## src/sv/lcdws_pkg.sv

```systemverilog
// ---------------------------------------------------------------------------
// lcdws_pkg
// Shared types and constants for the character-LCD write sequencer: request
// codes, the byte transfer passed from the front end to the bus back end,
// and the queue sizing.
// ---------------------------------------------------------------------------
package lcdws_pkg;

  // Request operation codes.
  localparam logic [2:0] OP_INIT    = 3'd0;
  localparam logic [2:0] OP_CMD     = 3'd1;
  localparam logic [2:0] OP_DATA    = 3'd2;
  localparam logic [2:0] OP_DATA_AT = 3'd3;
  localparam logic [2:0] OP_GLYPH   = 3'd4;

  // Register-select levels.
  localparam logic RS_CMD  = 1'b0;
  localparam logic RS_DATA = 1'b1;

  // Byte steps inside one request.
  localparam int STEP_W = 4;
  localparam logic [STEP_W-1:0] INIT_LAST_STEP    = 4'd8;
  localparam logic [STEP_W-1:0] GLYPH_FIRST_ROW   = 4'd1;
  localparam logic [STEP_W-1:0] GLYPH_LAST_ROW    = 4'd8;
  localparam logic [STEP_W-1:0] GLYPH_CURSOR_STEP = 4'd9;
  localparam logic [STEP_W-1:0] GLYPH_LAST_STEP   = 4'd10;

  // Byte queue between the front end and the back end.
  localparam int QUEUE_DEPTH = 4;
  localparam int QPTR_W      = $clog2(QUEUE_DEPTH);
  localparam int QCNT_W      = $clog2(QUEUE_DEPTH + 1);

  // One byte transfer on the LCD bus.
  typedef struct packed {
    logic       rs;
    logic [7:0] data;
    logic       last;
  } xfer_t;

  // Command bytes of the power-up sequence, in order.
  function automatic logic [7:0] init_byte(input logic [STEP_W-1:0] step,
                                           input logic eight_lines);
    logic [7:0] b;
    case (step)
      4'd0, 4'd1, 4'd2: b = 8'h38;
      4'd3:             b = 8'h01;
      4'd4:             b = 8'h02;
      4'd5:             b = 8'h06;
      4'd6:             b = 8'h0C;
      4'd7:             b = eight_lines ? 8'h38 : 8'h28;
      default:          b = 8'h80;
    endcase
    return b;
  endfunction

  // DDRAM base address command of a display row 1 to 4.
  function automatic logic [7:0] row_base(input logic [2:0] row);
    logic [7:0] b;
    case (row)
      3'd1:    b = 8'h80;
      3'd2:    b = 8'hC0;
      3'd3:    b = 8'h90;
      3'd4:    b = 8'hD0;
      default: b = 8'h00;
    endcase
    return b;
  endfunction

endpackage

```

## src/sv/char_lcd_write_sequencer_unit.sv

```systemverilog
// ---------------------------------------------------------------------------
// char_lcd_write_sequencer_unit
// Character-LCD write sequencer: turns init, command, data, positioned data
// and custom glyph requests into register-select / data-line enable pulses.
// ---------------------------------------------------------------------------
// A request is taken when start is high and busy is low. Each enable pulse
// appears for exactly one cycle with strobe high, and last marks the final
// pulse of a request; the receiver cannot hold pulses off. The front end
// expands a request into 0 to 11 bytes, one byte a cycle while the queue is
// not full, into a four-entry queue; busy stays high until the last byte is
// queued, after which the next request may enter while the back end still
// drains. The back end drives at most one pulse a cycle, one per byte on an
// eight-line bus and two per byte on a four-line bus, so a request gives 0
// to 22 pulses (the most for a four-line custom glyph, none for an unused
// operation code). bus_mode is written through config_write / config_data
// and must only change while no pulses are pending.
// ---------------------------------------------------------------------------
module char_lcd_write_sequencer_unit (
  input  logic        clk,
  input  logic        rst,
  input  logic        config_write,
  input  logic        config_data,
  input  logic        start,
  output logic        busy,
  input  logic [2:0]  operation,
  input  logic [7:0]  value,
  input  logic [2:0]  row,
  input  logic [4:0]  column,
  input  logic [2:0]  glyph_slot,
  input  logic [63:0] glyph_rows,
  output logic        strobe,
  output logic        register_select,
  output logic [7:0]  data_lines,
  output logic        last
);

  logic              bus_mode;
  logic              push;
  logic              pop;
  logic              queue_full;
  logic              queue_empty;
  lcdws_pkg::xfer_t  push_xfer;
  lcdws_pkg::xfer_t  head;

  // Bus width register.
  always_ff @(posedge clk) begin
    if (rst) begin
      bus_mode <= 1'b0;
    end else if (config_write) begin
      bus_mode <= config_data;
    end
  end

  lcdws_front u_front (
    .clk        (clk),
    .rst        (rst),
    .start      (start),
    .operation  (operation),
    .value      (value),
    .row        (row),
    .column     (column),
    .glyph_slot (glyph_slot),
    .glyph_rows (glyph_rows),
    .bus_mode   (bus_mode),
    .queue_full (queue_full),
    .busy       (busy),
    .push       (push),
    .push_xfer  (push_xfer)
  );

  lcdws_queue u_queue (
    .clk       (clk),
    .rst       (rst),
    .push      (push),
    .push_xfer (push_xfer),
    .pop       (pop),
    .head      (head),
    .full      (queue_full),
    .empty     (queue_empty)
  );

  lcdws_back u_back (
    .clk             (clk),
    .rst             (rst),
    .bus_mode        (bus_mode),
    .empty           (queue_empty),
    .head            (head),
    .pop             (pop),
    .strobe          (strobe),
    .register_select (register_select),
    .data_lines      (data_lines),
    .last            (last)
  );

endmodule

```

## src/sv/lcdws_front.sv

```systemverilog
// ---------------------------------------------------------------------------
// lcdws_front
// Request front end: captures one request and expands it into its byte
// transfers, pushing one byte a cycle into the queue while it is not full.
// ---------------------------------------------------------------------------
module lcdws_front (
  input  logic                 clk,
  input  logic                 rst,
  input  logic                 start,
  input  logic [2:0]           operation,
  input  logic [7:0]           value,
  input  logic [2:0]           row,
  input  logic [4:0]           column,
  input  logic [2:0]           glyph_slot,
  input  logic [63:0]          glyph_rows,
  input  logic                 bus_mode,
  input  logic                 queue_full,
  output logic                 busy,
  output logic                 push,
  output lcdws_pkg::xfer_t     push_xfer
);

  logic                          active;
  logic [lcdws_pkg::STEP_W-1:0]  step;
  logic [2:0]                    op_q;
  logic [7:0]                    value_q;
  logic [2:0]                    row_q;
  logic [4:0]                    column_q;
  logic [2:0]                    slot_q;
  logic [63:0]                   rows_q;

  logic                          accept;
  logic                          cursor_ok;
  logic                          in_cursor_ok;
  logic [7:0]                    cursor_byte;
  logic [2:0]                    row_idx;
  logic [lcdws_pkg::STEP_W-1:0]  step_next;

  assign busy   = active;
  assign accept = start && !active;

  // Rows outside 1 to 4 send no cursor command.
  assign cursor_ok    = row_q inside {[3'd1:3'd4]};
  assign in_cursor_ok = row inside {[3'd1:3'd4]};
  assign cursor_byte  = lcdws_pkg::row_base(row_q) + {3'b000, column_q} - 8'd1;
  assign row_idx      = 3'(step - lcdws_pkg::GLYPH_FIRST_ROW);

  // Byte transfer for the current step of the request.
  always_comb begin
    push_xfer = '{rs: lcdws_pkg::RS_CMD, data: 8'h00, last: 1'b1};
    case (op_q)
      lcdws_pkg::OP_INIT: begin
        push_xfer.data = lcdws_pkg::init_byte(step, bus_mode);
        push_xfer.last = (step == lcdws_pkg::INIT_LAST_STEP);
      end
      lcdws_pkg::OP_CMD: begin
        push_xfer.data = value_q;
      end
      lcdws_pkg::OP_DATA: begin
        push_xfer.rs   = lcdws_pkg::RS_DATA;
        push_xfer.data = value_q;
      end
      lcdws_pkg::OP_DATA_AT: begin
        if (step == '0) begin
          push_xfer.data = cursor_byte;
          push_xfer.last = 1'b0;
        end else begin
          push_xfer.rs   = lcdws_pkg::RS_DATA;
          push_xfer.data = value_q;
        end
      end
      lcdws_pkg::OP_GLYPH: begin
        push_xfer.last = 1'b0;
        if (step == '0) begin
          push_xfer.data = {2'b01, slot_q, 3'b000};
        end else if (step <= lcdws_pkg::GLYPH_LAST_ROW) begin
          push_xfer.rs   = lcdws_pkg::RS_DATA;
          push_xfer.data = rows_q[{row_idx, 3'b000} +: 8];
        end else if (step == lcdws_pkg::GLYPH_CURSOR_STEP) begin
          push_xfer.data = cursor_byte;
        end else begin
          push_xfer.rs   = lcdws_pkg::RS_DATA;
          push_xfer.data = {5'b00000, slot_q};
          push_xfer.last = 1'b1;
        end
      end
      default: begin
        push_xfer.last = 1'b1;
      end
    endcase
  end

  assign push = active && !queue_full;

  // A glyph without a valid row skips its cursor step.
  always_comb begin
    if (op_q == lcdws_pkg::OP_GLYPH && step == lcdws_pkg::GLYPH_LAST_ROW && !cursor_ok) begin
      step_next = lcdws_pkg::GLYPH_LAST_STEP;
    end else begin
      step_next = step + 4'd1;
    end
  end

  // Request sequencing.
  always_ff @(posedge clk) begin
    if (rst) begin
      active <= 1'b0;
      step   <= '0;
    end else if (accept) begin
      active <= operation inside {[lcdws_pkg::OP_INIT:lcdws_pkg::OP_GLYPH]};
      step   <= (operation == lcdws_pkg::OP_DATA_AT && !in_cursor_ok) ? 4'd1 : 4'd0;
    end else if (push) begin
      if (push_xfer.last) begin
        active <= 1'b0;
      end
      step <= step_next;
    end
  end

  // Request payload capture.
  always_ff @(posedge clk) begin
    if (accept) begin
      op_q     <= operation;
      value_q  <= value;
      row_q    <= row;
      column_q <= column;
      slot_q   <= glyph_slot;
      rows_q   <= glyph_rows;
    end
  end

endmodule

```

## src/sv/lcdws_queue.sv

```systemverilog
// ---------------------------------------------------------------------------
// lcdws_queue
// Short byte-transfer queue between the front end and the bus back end.
// The head entry is visible while the queue is not empty.
// ---------------------------------------------------------------------------
module lcdws_queue (
  input  logic              clk,
  input  logic              rst,
  input  logic              push,
  input  lcdws_pkg::xfer_t  push_xfer,
  input  logic              pop,
  output lcdws_pkg::xfer_t  head,
  output logic              full,
  output logic              empty
);

  lcdws_pkg::xfer_t                mem [lcdws_pkg::QUEUE_DEPTH];
  logic [lcdws_pkg::QPTR_W-1:0]    wr_ptr;
  logic [lcdws_pkg::QPTR_W-1:0]    rd_ptr;
  logic [lcdws_pkg::QCNT_W-1:0]    count;

  assign full  = (count == lcdws_pkg::QCNT_W'(lcdws_pkg::QUEUE_DEPTH));
  assign empty = (count == '0);
  assign head  = mem[rd_ptr];

  // Storage write.
  always_ff @(posedge clk) begin
    if (push) begin
      mem[wr_ptr] <= push_xfer;
    end
  end

  // Pointers and fill count.
  always_ff @(posedge clk) begin
    if (rst) begin
      wr_ptr <= '0;
      rd_ptr <= '0;
      count  <= '0;
    end else begin
      if (push) begin
        wr_ptr <= wr_ptr + 1'b1;
      end
      if (pop) begin
        rd_ptr <= rd_ptr + 1'b1;
      end
      if (push && !pop) begin
        count <= count + 1'b1;
      end else if (pop && !push) begin
        count <= count - 1'b1;
      end
    end
  end

  a_no_overflow: assert property (@(posedge clk) disable iff (rst)
    full |-> !push)
    else $error("queue written while full");

  a_no_underflow: assert property (@(posedge clk) disable iff (rst)
    empty |-> !pop)
    else $error("queue read while empty");

endmodule

```

## src/sv/lcdws_back.sv

```systemverilog
// ---------------------------------------------------------------------------
// lcdws_back
// Bus back end: takes byte transfers from the queue, driving one enable
// pulse a cycle while one waits; a four-line bus gets two nibbles a byte.
// ---------------------------------------------------------------------------
module lcdws_back (
  input  logic              clk,
  input  logic              rst,
  input  logic              bus_mode,
  input  logic              empty,
  input  lcdws_pkg::xfer_t  head,
  output logic              pop,
  output logic              strobe,
  output logic              register_select,
  output logic [7:0]        data_lines,
  output logic              last
);

  logic              pend_low;
  lcdws_pkg::xfer_t  cur;

  // A new byte is taken only when no low nibble is still owed.
  assign pop = !pend_low && !empty;

  // Nibble phase and strobe.
  always_ff @(posedge clk) begin
    if (rst) begin
      pend_low <= 1'b0;
      strobe   <= 1'b0;
    end else begin
      strobe   <= pend_low || pop;
      pend_low <= pop && !bus_mode;
    end
  end

  // Pulse payload.
  always_ff @(posedge clk) begin
    if (pend_low) begin
      register_select <= cur.rs;
      data_lines      <= {4'h0, cur.data[3:0]};
      last            <= cur.last;
    end else if (pop) begin
      cur             <= head;
      register_select <= head.rs;
      if (bus_mode) begin
        data_lines <= head.data;
        last       <= head.last;
      end else begin
        data_lines <= {4'h0, head.data[7:4]};
        last       <= 1'b0;
      end
    end
  end

  a_high_before_low: assert property (@(posedge clk) disable iff (rst)
    pend_low |-> strobe && !last && data_lines[7:4] == 4'h0)
    else $error("high nibble pulse missing before low nibble");

  a_two_nibbles: assert property (@(posedge clk) disable iff (rst)
    pend_low |=> !pend_low && strobe)
    else $error("low nibble pulse not issued right after high nibble");

  a_pop_strobes: assert property (@(posedge clk) disable iff (rst)
    pop |=> strobe)
    else $error("byte taken from queue without a pulse");

endmodule

```

## config.mk

```make
export PLATFORM = sky130hd
export DESIGN_NAME = char_lcd_write_sequencer_unit
export DESIGN_NICKNAME = d
export VERILOG_FILES = /design/src/sv/lcdws_pkg.sv /design/src/sv/char_lcd_write_sequencer_unit.sv /design/src/sv/lcdws_front.sv /design/src/sv/lcdws_queue.sv /design/src/sv/lcdws_back.sv
export SDC_FILE = /design/constraint.sdc
export NUM_CORES = 1
export LEC_CHECK = 0
export ABC_AREA = 1
export BUFFER_PORTS_ARGS = -buffer_cell sky130_fd_sc_hd__buf_2
export CORE_MARGIN = 3
export CORE_UTILIZATION = 51
export DETAILED_ROUTE_END_ITERATION = 8
export PLACE_DENSITY = 0.86
export SYNTH_ARGS = -nofsm -noshare
export SYNTH_HDL_FRONTEND = slang
export SYNTH_SLANG_ARGS = --single-unit
```

## constraint.sdc

```tcl
create_clock -name clk -period 4.6 [get_ports clk]
set_input_delay 0 -clock clk [delete_from_list [all_inputs] [get_ports clk]]
set_output_delay 0 -clock clk [all_outputs]
set_load 0.005 [all_outputs]
```

==> results of run 1 <==
-- cell type report --
cell class	instances	area, sq um	share of cell area (%)
Inverter	65	244	2.70
Multi-Input combinational cell	416	2020	22.4
Tap cell	172	215	2.38
Timing Repair Buffer	194	1440	15.9
Sequential cell	159	4560	50.5
Clock buffer	18	429	4.75
Clock inverter	14	120	1.33
-- sequential cells by signal (all words and copies together), names as in the netlist, 3 cells and up, named ones only --
| register | cells |
|---|---|
| u_front.rows_q | 64 |
| u_queue.mem | 40 |
| u_back.data_lines | 8 |
| u_front.value_q | 8 |
| u_back.cur | 6 |
| u_front.column_q | 5 |
| u_front.step | 4 |
| u_front.op_q | 3 |
| u_front.row_q | 3 |
| u_front.slot_q | 3 |
| u_queue.count | 3 |
-- where the power goes --
group	leakage (nW)	switching (W)	internal (W)	total [W]
clock network	0.253	0.000590	0.000742	0.00133
registers	1.49	0.000115	0.00180	0.00192
logic	1.97	0.000524	0.000305	0.000829
-- cell families (layout without fill, tap and decap cells) --
group           Yosys count  after routing  share of synthesized area (%)
simple gates            296            296                           17.7
buf+inv                  82            291                           4.80
xor+xnor                  3              3                          0.380
flops                   159            159                           66.1
fa+ha+maj                16             16                           3.12
compound gates          101            101                           7.90
-- cells in the final DEF (no fill, tap or decap), drive strengths merged, types with 5 or more instances in the layout --
cell | synthesis | routed
dlygate4sd3 | 0 | 90
o22ai | 7 | 7
nor2 | 93 | 93
clkinvlp | 0 | 5
dfxtp | 21 | 21
clkinv | 1 | 8
inv | 64 | 65
ha | 14 | 14
o21ai | 57 | 57
a21oi | 27 | 27
edfxtp | 138 | 138
nand2 | 140 | 140
clkbuf | 5 | 18
buf | 12 | 104
nand3 | 52 | 52
-- critical path, cell delays in order (launching register included) --
cell	delay [ns]
dfxtp_1	0.30
buf_4	0.35
inv_2	0.32
ha_1	0.63
inv_1	0.52
nand3_1	0.17
nand2_1	0.10
nand2_1	0.07
nand3_1	0.10
nand4_1	0.25
-- how the worst max path moves through the flow --
stage / start / endpoint / slack [ns] / cells after the start
CTS: u_front.step[0] / u_queue.mem[1][7] / 1.64 / 11
finish: u_front.step[0] / u_queue.mem[1][8] / 1.43 / 9
global route: u_front.step[0] / u_queue.mem[1][8] / 1.22 / 9
detailed placement: u_front.step[0] / u_queue.mem[2][8] / 1.68 / 9
floorplan: u_front.busy / u_front.step[0] / 1.30 / 6
global placement: u_front.step[0] / u_queue.mem[0][7] / 1.77 / 11
-- routing by layer --
| metal | vias to the layer above | GRT usage, % | wire length (um) |
|---|---|---|---|
| li1 | 2646 | - | - |
| met1 | 2607 | 29.5 | 6790 |
| met4 | 0 | 12.2 | 892 |
| met5 | - | 0 | 0 |
| met3 | 65 | 7.42 | 1570 |
| met2 | 350 | 45.3 | 9440 |
-- through the flow --
step	total power (W)	hold slack, ns	area, sq um
final	0.00408	0.240	9030
after global routing	0.00425	0.257	9030
after CTS	0.00402	0.241	9030
after detailed placement	0.00267	0.178	7580
after global placement	0.00263	0.177	7580
after floorplan	0.00242	0.0691	6910
-- timing repair --
| action | CTS | global route |
|---|---|---|
| endpoints found under the hold margin | 92 | 0 |
| hold buffers | 90 | 0 |
| setup buffers | 0 | 0 |
==> run metrics, run 1 <==
final hold vios 0; Die W 122 um; ant diodes 0; Via Count 5,668; final std cells w/o fill 1,038; Final Cycle Share 69.0%; CTS tree yes; core box area 12,900 sq um; Leak Pwr 3.72 nW; Hold Path Depth 4; setup TNS 0 ns; clock buffer depth 2; hold crit path type input port to flop; Detailed Routing Iterations Pass 1 6; WS Path Type flop to flop; Synth Cell Area 6910 sq um; most common cell in the netlist nand2_1; EDFF count, synth 138; detailed placer's ending HPWL 10.4 mm; detailed-route DRC error count 0; fin nets 960; share of layout cells above drive strength 1 16.5%; placed insts 916; end point of the worst hold path u_front.op_q[1]; initial core utilization 53.4%; Worst VDD drop 0.379 mV; Via density 5.46; reg2reg path depth 9; Routed wire per std cell 18.0 um; worst-margin pin slew 0.992 ns; fill count 887; CTS clk-pin slew, worst paths 0.06 ns; PortBufs 102; Synth top cells by count nand2_1, edfxtp_1, nor2_1; total number of yosys warnings 0; Routed WL 18.7 mm; GRT Total Usage 26.0%; CTS sink count 159; main area contributors after synthesis edfxtp_1, nand2_1, dfxtp_1, nor2_1, o21ai_0; synthesis-to-layout area growth 30.7%; CP Data Required Time 4.69 ns; initial antenna violation count 0; GP Congestion 0.941; largest net degree at the start of global routing 90; PwrDens 451 nW/um^2; post-cts resize count 0; Mapped Cells 657; Synth cell types 32; Max Slew Vio Count 0; clock buffer count from CTS 17; crit-path max FO 37; fmax 315 MHz; Relative slew margins 33.6%; register area share after synthesis 66.1%; fin worst setup slack 1.43 ns; htree depth 4; Tmin final 3.17 ns; worst reg2reg path endpoint u_queue.mem[1][8]; Post-synth ARST share 0%; Critical Path AT 3.26 ns; Rows 41; clk_skew 0.0144 ns; FF-to-FF Start u_front.step[0]; GRT overflow 0; CTS root buf clkbuf_16; worst hold start start; I/O pin cnt 103; DIE HEIGHT 122 um; vias in the first global route 5,658; Final ANT Viol Nets 0; Mean Syn Cell Area 10.5 sq um; die area 15,000 sq um; final design utilization 69.9%; post-synth top area cell edfxtp_1; share of the synthesized area in the top cell type 60.0%; initial DRC count 599; Worst-Skew Late Latency 0.43 ns; RSZ-0062 raised after global routing false; Critical Path Start Type flop; dpl ws 1.68 ns; reg2reg setup slack 1.43 ns; prevailing post-synth register cell edfxtp_1; first-pass GRT wire length 28.9 mm; crit end category flop; outcome finished, final reports clean; setup-violating endpoint count in the final report 0; Synth Register Bits 159; Max Cap Viol 0; post-synthesis net count 764
No activity file was read; power rests on OpenSTA's default activity.
==> inputs of run 2 (changes only) <==
Clock period 4.6 ns to 2.9 ns, I/O delays scaled along.
==> run 2 against run 1 <==
Core utilization rose by 0.80 points; via count rose by 1.8%; global-route usage grew 0.98 points; clock skew rose by 0.0039 ns; count of clock-buffer cells in the layout decreased by 1; total power is 64% higher; largest cell class unchanged; first-iteration DRC count is 8.0% higher; flip-flop and latch count did not move.
==> run metrics, run 2 (synthesis gave the netlist of run 1 again) <==
outcome finished, final reports clean; CTS sink count 159; P_sw 0.00203 W; CTS tree yes; Final ANT Viol Nets 0; GRT overflow 0; detailed-route DRC error count 0; clock share of power 34.3%; Largest regs u_front.rows_q (64), u_queue.mem (40); fmax 393 MHz; Max Cap Viol 0; GP Congestion 0.886; Die W 122 um; Leak Pwr 3.80 nW; core box area 12,900 sq um; Tmin final 2.54 ns; Comb pwr share 20.7%; fin worst setup slack 0.358 ns; Sw Ratio 30.4%; setup TNS 0 ns; WS Path Type flop to flop; Critical Path Start Type flop; CP Data Required Time 3.06 ns; Detailed Routing Iterations Pass 1 5; synthesis-to-layout area growth 32.2%; initial core utilization 53.4%; Routed WL 19.4 mm; DIE HEIGHT 122 um; post-cts resize count 0; CTS clk-pin slew, worst paths 0.08 ns; post-CTS setup buffer count 0; PwrDens 730 nW/um^2; PortBufs 102; CTS root buf clkbuf_16; Via density 5.51; Critical Path AT 2.70 ns; initial DRC count 647; Max Slew Vio Count 0; Routed wire per std cell 18.5 um; largest net degree at the start of global routing 90; crit end category flop; Worst VDD drop 0.643 mV; worst-margin pin slew 0.704 ns; sequential share of power 45.0%; htree depth 4; clk_skew 0.0183 ns; crit-path max FO 5; Final Cycle Share 87.7%; most frequent cells in the layout nand2_1, edfxtp_1, buf_2; initial antenna violation count 0; Relative slew margins 52.9%; vias in the first global route 5,882; share of layout cells above drive strength 1 17.4%; first-pass GRT wire length 30.0 mm; RSZ-0062 raised after global routing false; detailed placer's ending HPWL 10.4 mm; Worst-Skew Late Latency 0.43 ns; setup-violating endpoint count in the final report 0; Biggest register u_front.rows_q; fin nets 969; GRT Total Usage 27.0%; die area 15,000 sq um; cts hold-fix bufs 90; commonest non-fill, non-tap cell in the layout nand2_1; Rows 41; hold crit path type input port to flop; ant diodes 0; clock buffer depth 2; final hold vios 0; I/O pin cnt 103; Int Power 0.00464 W; Via Count 5,772; clock buffer count from CTS 17; dpl ws 0.526 ns; flip-flop count of the largest register after layout 64
[run 2: cell types whose count changed in the layout (fill, tap and decap cells not counted)]
cell	previous run	this run
bufinv_16	1	2
clkinv_1	3	4
inv_6	1	3
clkinv_2	2	1
buf_4	1	10
clkinv_4	3	4
clkbuf_1	1	0
clkinvlp_4	5	0
inv_8	0	2
[run 2: power by group through the flow]
stage	registers (W)	logic, W	clock network (W)
after floorplan	0.00300	0.000840	0
after global placement	0.00303	0.00119	0
after detailed placement	0.00304	0.00123	0
after CTS	0.00299	0.00134	0.00225
after global routing	0.00303	0.00155	0.00239
final	0.00300	0.00138	0.00229
[run 2: per-layer routing]
metal / wire length, um / GRT usage (%) / vias up
li1: - / - / 2661
met1: 6940 / 30.4 / 2679
met2: 9950 / 46.7 / 346
met3: 1410 / 6.77 / 86
met4: 1080 / 15.1 / 0
met5: 0 / 0 / -
[run 2: worst paths after layout]
path	from	endpoint	slack, ns	depth (start not counted)
worst max-delay path	u_front.row_q[2]	u_queue.mem[1][6]	0.36	15
worst min-delay path	start	u_front.rows_q[23]	0.22	4
worst max register to register	u_front.row_q[2]	u_queue.mem[1][6]	0.36	15
worst min register to register	u_queue.rd_ptr[1]	flop	0.46	2
[run 2: final cells by class]
cell class,count,area [sq um]
clock inverter,15,160
clock buffer,17,425
multi-input combinational,416,2020
timing repair buffer,203,1510
tap,172,215
sequential,159,4560
inverter,65,244
fill,843,3790
[run 2: through the flow]
| step | cells | area, sq um | util (%) | total power, W | hold WS, ns |
|---|---|---|---|---|---|
| floorplan | 657 | 6920 | - | 0.00384 | 0.0691 |
| global placement | 925 | 7650 | 59.2 | 0.00422 | 0.176 |
| detailed placement | 925 | 7650 | 59.2 | 0.00427 | 0.178 |
| CTS | 1047 | 9140 | 70.7 | 0.00657 | 0.226 |
| global route | 1047 | 9140 | 70.7 | 0.00697 | 0.249 |
| finish | 1047 | 9140 | 70.7 | 0.00667 | 0.222 |
[run 2: worst max-delay path, cell delays in order, from the launching register on]
cell and delay [ns]:
edfxtp_1 0.41, nor2_1 0.20, inv_1 0.10, o21ai_0 0.16, inv_1 0.06, ha_1 0.26
inv_1 0.04, ha_1 0.35, a21oi_1 0.19, nand2_1 0.10, nand2_1 0.07, nand2_1 0.05
nand2_1 0.06, nand2_1 0.05, nor2_1 0.08, nand2_1 0.11
